<file path="src/rtl/core/mrr_pkg.sv">
package mrr_pkg;

    localparam logic [15:0] CRC_POLY   = 16'hA001;
    localparam logic [15:0] CRC_START  = 16'hFFFF;
    localparam logic [7:0]  ADDR_RESET = 8'h01;
    localparam int          FRAME_LEN  = 6;
    localparam logic [2:0]  LAST_INDEX = 3'd5;
    localparam int          FRAME_W    = FRAME_LEN * 8;

    typedef enum logic [3:0] {
        PH_HUNT   = 4'b0001,
        PH_DATA   = 4'b0010,
        PH_CRC_LO = 4'b0100,
        PH_CRC_HI = 4'b1000
    } t_phase;

    // what the parser hands back for the byte it is consuming
    typedef struct packed {
        logic               at_crc_hi;
        logic               hit;
        logic [FRAME_W-1:0] frame;
    } t_parse_status;

    // one byte through the reflected crc-16, bit at a time
    function automatic logic [15:0] f_crc_fold(input logic [15:0] crc, input logic [7:0] b);
        logic [15:0] c;
        c = crc ^ {8'h00, b};
        for (int k = 0; k < 8; k++) begin
            if (c[0]) begin
                c = (c >> 1) ^ CRC_POLY;
            end else begin
                c = c >> 1;
            end
        end
        return c;
    endfunction

endpackage

</file>
<file path="src/rtl/core/mrr_frame_parser.sv">
module mrr_frame_parser
    import mrr_pkg::*;
(
    input  logic          i_clk,
    input  logic          i_rst_n,
    input  logic          i_advance,
    input  logic [7:0]    i_byte,
    input  logic [7:0]    i_own_address,
    output t_parse_status o_status
);

    t_phase             r_phase, n_phase;
    logic [2:0]         r_idx, n_idx;
    logic [15:0]        r_crc, n_crc;
    logic [7:0]         r_crc_lo, n_crc_lo;
    logic [7:0]         r_store [FRAME_LEN];
    logic               store_we;
    logic [2:0]         store_idx;
    logic [15:0]        crc_seed;
    logic [15:0]        crc_folded;
    logic [FRAME_W-1:0] frame_bytes;

    assign crc_seed   = (r_phase == PH_HUNT) ? CRC_START : r_crc;
    assign crc_folded = f_crc_fold(crc_seed, i_byte);

    always_comb begin
        n_phase   = r_phase;
        n_idx     = r_idx;
        n_crc     = r_crc;
        n_crc_lo  = r_crc_lo;
        store_we  = 1'b0;
        store_idx = r_idx;
        case (r_phase)
            PH_HUNT: begin
                if (i_byte == i_own_address) begin
                    n_idx     = 3'd0;
                    n_crc_lo  = 8'h00;
                    n_crc     = crc_folded;
                    store_we  = 1'b1;
                    store_idx = 3'd0;
                    n_phase   = PH_DATA;
                end
            end
            PH_DATA: begin
                n_idx     = r_idx + 3'd1;
                store_we  = (n_idx < 3'(FRAME_LEN));
                store_idx = n_idx;
                n_crc     = crc_folded;
                if (n_idx >= LAST_INDEX) begin
                    n_phase = PH_CRC_LO;
                end
            end
            PH_CRC_LO: begin
                n_crc_lo = i_byte;
                n_phase  = PH_CRC_HI;
            end
            PH_CRC_HI: begin
                n_phase = PH_HUNT;
            end
            default: begin
                n_phase = PH_HUNT;
            end
        endcase
    end

    always_ff @(posedge i_clk) begin
        if (!i_rst_n) begin
            r_phase  <= PH_HUNT;
            r_idx    <= 3'd0;
            r_crc    <= CRC_START;
            r_crc_lo <= 8'h00;
        end else if (i_advance) begin
            r_phase  <= n_phase;
            r_idx    <= n_idx;
            r_crc    <= n_crc;
            r_crc_lo <= n_crc_lo;
        end
    end

    always_ff @(posedge i_clk) begin
        if (i_advance && store_we) begin
            r_store[store_idx] <= i_byte;
        end
    end

    always_comb begin
        for (int j = 0; j < FRAME_LEN; j++) begin
            frame_bytes[j*8 +: 8] = r_store[j];
        end
    end

    assign o_status = '{
        at_crc_hi: (r_phase == PH_CRC_HI),
        hit:       (r_phase == PH_CRC_HI) && (r_crc == {i_byte, r_crc_lo}),
        frame:     frame_bytes
    };

`ifndef SYNTHESIS
    a_idx_in_frame: assert property (@(posedge i_clk) disable iff (!i_rst_n)
        (r_phase == PH_DATA) |-> (r_idx < LAST_INDEX))
        else $error("frame index ran past the last data byte");

    a_lo_then_hi: assert property (@(posedge i_clk) disable iff (!i_rst_n)
        (i_advance && r_phase == PH_CRC_LO) |=> (r_phase == PH_CRC_HI))
        else $error("crc high byte phase skipped");

    a_hi_back_to_hunt: assert property (@(posedge i_clk) disable iff (!i_rst_n)
        (i_advance && r_phase == PH_CRC_HI) |=> (r_phase == PH_HUNT))
        else $error("frame did not end after crc high byte");

    a_data_after_addr: assert property (@(posedge i_clk) disable iff (!i_rst_n)
        (i_advance && r_phase == PH_HUNT && i_byte == i_own_address)
        |=> (r_phase == PH_DATA && r_idx == 3'd0))
        else $error("address match did not open a frame");
`endif

endmodule

</file>
<file path="src/rtl/core/modbus_rtu_request_receiver.sv">
// channel    direction  handshake                        payload
// s_axis     in         s_axis_tvalid / s_axis_tready    rx_byte
// m_axis     out        m_axis_tvalid / m_axis_tready    six captured request bytes
// cfg        in         i_cfg_valid / o_cfg_ready        own_address
//
// one byte per cycle unless m_axis stalls; 8-bit crc fold unrolled after input register
// a request enters the output register when its crc high byte leaves the input register
// reset (i_rst_n low, synchronous) clears the hunt state and sets own_address to 1
// a request stalled on m_axis holds the next crc high byte and all input behind it
module modbus_rtu_request_receiver
    import mrr_pkg::*;
(
    input  logic               i_clk,
    input  logic               i_rst_n,
    input  logic               s_axis_tvalid,
    output logic               s_axis_tready,
    input  logic [7:0]         s_axis_tdata,  // [7:0] rx_byte
    output logic               m_axis_tvalid,
    input  logic               m_axis_tready,
    // [7:0] station_byte, [15:8] function_byte, [23:16] payload_byte_one,
    // [31:24] payload_byte_two, [39:32] payload_byte_three, [47:40] payload_byte_four
    output logic [FRAME_W-1:0] m_axis_tdata,
    input  logic               i_cfg_valid,
    output logic               o_cfg_ready,
    input  logic [7:0]         i_cfg_data
);

    logic               r_in_valid;
    logic [7:0]         r_in_byte;
    logic               r_out_valid;
    logic [FRAME_W-1:0] r_out_data;
    logic [7:0]         r_own_address;
    logic               advance;
    t_parse_status      status;

    assign o_cfg_ready = 1'b1;

    always_ff @(posedge i_clk) begin
        if (!i_rst_n) begin
            r_own_address <= ADDR_RESET;
        end else if (i_cfg_valid) begin
            r_own_address <= i_cfg_data;
        end
    end

    // only the crc high byte can need the output register
    assign advance       = r_in_valid && (!status.at_crc_hi || !r_out_valid || m_axis_tready);
    assign s_axis_tready = !r_in_valid || advance;

    always_ff @(posedge i_clk) begin
        if (!i_rst_n) begin
            r_in_valid <= 1'b0;
        end else if (s_axis_tready) begin
            r_in_valid <= s_axis_tvalid;
        end
    end

    always_ff @(posedge i_clk) begin
        if (s_axis_tready && s_axis_tvalid) begin
            r_in_byte <= s_axis_tdata;
        end
    end

    mrr_frame_parser u_parser (
        .i_clk         (i_clk),
        .i_rst_n       (i_rst_n),
        .i_advance     (advance),
        .i_byte        (r_in_byte),
        .i_own_address (r_own_address),
        .o_status      (status)
    );

    always_ff @(posedge i_clk) begin
        if (!i_rst_n) begin
            r_out_valid <= 1'b0;
        end else if (advance && status.hit) begin
            r_out_valid <= 1'b1;
        end else if (m_axis_tready) begin
            r_out_valid <= 1'b0;
        end
    end

    always_ff @(posedge i_clk) begin
        if (advance && status.hit) begin
            r_out_data <= status.frame;
        end
    end

    assign m_axis_tvalid = r_out_valid;
    assign m_axis_tdata  = r_out_data;

`ifndef SYNTHESIS
    a_in_hold: assert property (@(posedge i_clk) disable iff (!i_rst_n)
        (r_in_valid && !advance) |=> (r_in_valid && $stable(r_in_byte)))
        else $error("buffered byte lost while parser stalled");

    a_no_overwrite: assert property (@(posedge i_clk) disable iff (!i_rst_n)
        (r_out_valid && !m_axis_tready) |=> (r_out_valid && $stable(r_out_data)))
        else $error("pending request overwritten");

    a_hit_has_room: assert property (@(posedge i_clk) disable iff (!i_rst_n)
        (advance && status.hit) |-> (!r_out_valid || m_axis_tready))
        else $error("request produced with output register full");
`endif

endmodule
</file>
<file path="config.mk">
export PLATFORM = sky130hd
export DESIGN_NAME = modbus_rtu_request_receiver
export DESIGN_NICKNAME = d
export VERILOG_FILES = /design/src/rtl/core/mrr_pkg.sv /design/src/rtl/core/mrr_frame_parser.sv /design/src/rtl/core/modbus_rtu_request_receiver.sv
export SDC_FILE = /design/constraint.sdc
export NUM_CORES = 1
export LEC_CHECK = 0
export BUFFER_PORTS_ARGS = -buffer_cell sky130_fd_sc_hd__buf_2
export CORE_ASPECT_RATIO = 2
export CORE_UTILIZATION = 52
export DETAILED_ROUTE_END_ITERATION = 7
export PLACE_DENSITY = 0.76
export SYNTH_ARGS = -nofsm -noshare
export SYNTH_HDL_FRONTEND = slang
export SYNTH_SLANG_ARGS = --single-unit
</file>
<file path="constraint.sdc">
create_clock -name i_clk -period 4.45 [get_ports i_clk]
set_input_delay 0.89 -clock i_clk [delete_from_list [all_inputs] [get_ports i_clk]]
set_output_delay 0.89 -clock i_clk [all_outputs]
set_load 0.05 [all_outputs]
</file>
==> impl_results.md <==
- Area Growth Syn to Fin: 19.0%
- PwrDens: 466 nW/µm²
- Post-Synthesis Cell Area: about 5600 µm²
- Status: complete, no violations
- NumNets Final: ~480
- Worst setup margin: 1.57 ns
- Clock skew: between 0.005 and 0.006 ns
- Vias per cell: 5.43
- MaxCap Viol Count: 0
- Clock transition at the registers of the reported paths: around 0.060 ns
- Fmax: 347 MHz
- #FFs+latches synth: roughly 150
- Fin crit share: 64.8%
- Final wirelength: 10800 µm
- IO buf count: 70
- Leak: 2.39 nW
- Antenna cells: 0
- DRT iter0 DRCs: around 210
- Min Tclk post-route: just under 3 ns
- Die X: 75.6 µm
- Cts bufs inserted: 17
- Largest net degree at the start of global routing: 50
- DP Cell Count: roughly 570
- Antenna violations before repair: 0
- CP max FO: 7
- CP startpoint: u_parser.r_phase[1]
- CTS tree: done
- Yosys cell types: 51
- Yosys top cell by area: edfxtp_1
- Total vias in the final route: 3277
- GRT overflow: 0
- Final Hold Fails: 0
- Top cell type's share of synthesized area: 55.5%
- Drt first pass iters: 4
- Final hold slack: 0.416 ns
- Worst path arrival time: 3.01 ns
- Post-Syn Area per Cell: 14.7 µm²
- Worst Tran Pin Value: 1.09 ns
- Final core utilization: 63.6%
- Cell Area, Placed: roughly 6000 µm²
- Source of the worst hold timing path: u_parser.r_store[1][2]
- RSZ-0062 raised after global routing: false
- Kind of critical path: register to register
- Worst-Skew Late Latency: approximately 0.42 ns
- Post-route ant nets: 0
- Final Non-Filler Cells: 603
- Fillers: 736
- YS warnings: 0
- Crit. End Element: register
- Setup TNS Final: 0 ns
- Mapped Nets: 405
- Die height: 149 µm
- Layout cell share with drive strength beyond 1: 27.9%
- Row count: 53
- Cells after synthesis: between 300 and 400
- First-pass GRT wire length: 16500 µm
- Initial Utilization: 53.4%
- Core Box Area: 10500 µm²
- Post-DP HPWL: 7260 µm
- Register area share after synthesis: 70.0%
- Root Driver: clkbuf_16
- Routability cong.: 0.926
- Clock buffer depth: 2
- Final instance area: roughly 6700 µm²
- Setup Viol. Count Final: 0
- Req. time, crit path: 4.58 ns
- Top-level I/O count: 72
- Hold buffer count at CTS: 0
- Relative slew slack: between 20% and 30%
- Hold crit path type: register to register
- Die area: 11300 µm²
- Pre-CTS setup slack: between 1 and 1.5 ns
- All-Layer GR Usage: approximately a fifth
- Final Max Slew Viols: 0
- CP startpoint kind: register
- Drt wl/cell: 18.0 µm
- Post-CTS Setup Repair Bufs: 0
- Main area contributors after synthesis: edfxtp_1 (55%), dfxtp_1 (15%), xnor2_1 (6.5%)
- H-tree depth: 4
- Post-CTS sizing: 0
- CTS Sinks: about 150
- DRC: 0
- Number of global-route vias before repair: 3269
- RR Startpoint: u_parser.r_phase[1]
- Peak supply drop: 0.315 mV
- Total power: 3.12 mW
## logic make-up (layout without fill, tap and decap cells)
kind of cell | after synthesis | after routing | synth area share [%]
simple gates | 95 | 95 | 8.31
buf+inv | 27 | 111 | 2.73
other cells | 1 | 1 | 0.0666
fa+ha+maj | 2 | 2 | 0.444
flops | 145 | 145 | 70.0
compound gates | 45 | 45 | 6.47
xor+xnor | 59 | 59 | 10.5
mux | 8 | 8 | 1.42
## worst max-delay path, cell delays in order, from the launching register on
cell     delay, ns
dfxtp_1       0.46
or4b_1        0.66
nor2_4        0.25
nand2_1       0.10
nor3_1        0.85
buf_4         0.28
## worst paths after layout
kind,to,slack (ns),depth (start not counted)
min,m_axis_tdata[10],0.42,0
min reg2reg,m_axis_tdata[10],0.42,0
max,u_parser.r_store[4][0],1.57,5
max reg2reg,u_parser.r_store[4][0],1.57,5
## sequential cells by signal, indices dropped and copies added, names as in the netlist
signal,cells
u_parser.r_crc_lo,8
r_own_address,8
u_parser.r_idx,3
u_parser.r_phase,4
u_parser.r_store,48
r_in_valid,1
m_axis_tvalid,1
u_parser.r_crc,16
r_in_byte,8
m_axis_tdata,48
## synth_stat cells, drive strengths merged
| cell type | instances |
|---|---|
| edfxtp | 104 |
| mux2i | 8 |
| nor4b | 2 |
| a211oi | 2 |
| a22oi | 9 |
| nor2b | 3 |
| dfxtp | 41 |
| o211ai | 11 |
| nor3b | 1 |
| nor4 | 3 |
| and2 | 1 |
| a21oi | 6 |
| xnor2 | 47 |
| nor2 | 49 |
| or2 | 1 |
| and3 | 1 |
| nand4 | 4 |
| nand2 | 16 |
| xnor3 | 2 |
| o22ai | 1 |
| o21a | 1 |
| or4b | 2 |
| clkbuf | 13 |
| nand3b | 1 |
| inv | 3 |
| nand2b | 1 |
| nor3 | 9 |
| nand3 | 1 |
| a31o | 1 |
| o21ai | 10 |
| xor2 | 10 |
| ha | 2 |
| conb | 1 |
| a41oi | 1 |
| a311oi | 1 |
| buf | 11 |
| a31oi | 2 |
## power breakdown
| part | internal, mW | total (mW) | switching [mW] |
|---|---|---|---|
| sequential | 1.45 | 1.48 | 0.0310 |
| clock | 0.949 | 1.50 | 0.554 |
| combinational | 0.0755 | 0.136 | 0.0605 |
| total | 2.48 | 3.12 | 0.646 |
## cell type report
class                   count  area [µm²]  share of cell area [%]
clock inverters            14         201                    3.01
well taps                 137         171                    2.56
clock buffers              18         429                    6.40
repair buffers             76         395                    5.90
flip-flops and latches    145        3940                    58.8
inverters                   3        11.3                   0.168
multi-input cells         210        1550                    23.1
## layer usage
layer / part of all wire, % / vias to the layer above / track usage, %
li1: - / 1507 / -
met1: 31 / 1594 / 18.8
met2: 59 / 132 / 38.8
met3: 4.6 / 44 / 5.74
met4: 5.6 / 0 / 15.3
met5: 0 / - / 0
## layout by cell type (no fill, tap or decap), types with 2 or more instances in the layout
| cell | n |
|---|---|
| a21oi_1 | 6 |
| a22oi_1 | 9 |
| buf_2 | 70 |
| buf_4 | 6 |
| bufinv_16 | 4 |
| clkbuf_16 | 17 |
| clkinv_2 | 2 |
| dfxtp_1 | 41 |
| edfxtp_1 | 104 |
| ha_1 | 2 |
| inv_1 | 3 |
| inv_6 | 5 |
| mux2i_1 | 8 |
| nand2_1 | 16 |
| nand4_1 | 4 |
| nor2_1 | 46 |
| nor2_4 | 2 |
| nor2b_1 | 3 |
| nor3_1 | 9 |
| o211ai_1 | 4 |
| o211ai_2 | 7 |
| o21ai_0 | 3 |
| o21ai_1 | 6 |
| xnor2_1 | 42 |
| xnor2_2 | 4 |
| xnor3_1 | 2 |
| xor2_1 | 10 |
Note: power is estimated with default switching activity, not from simulation.
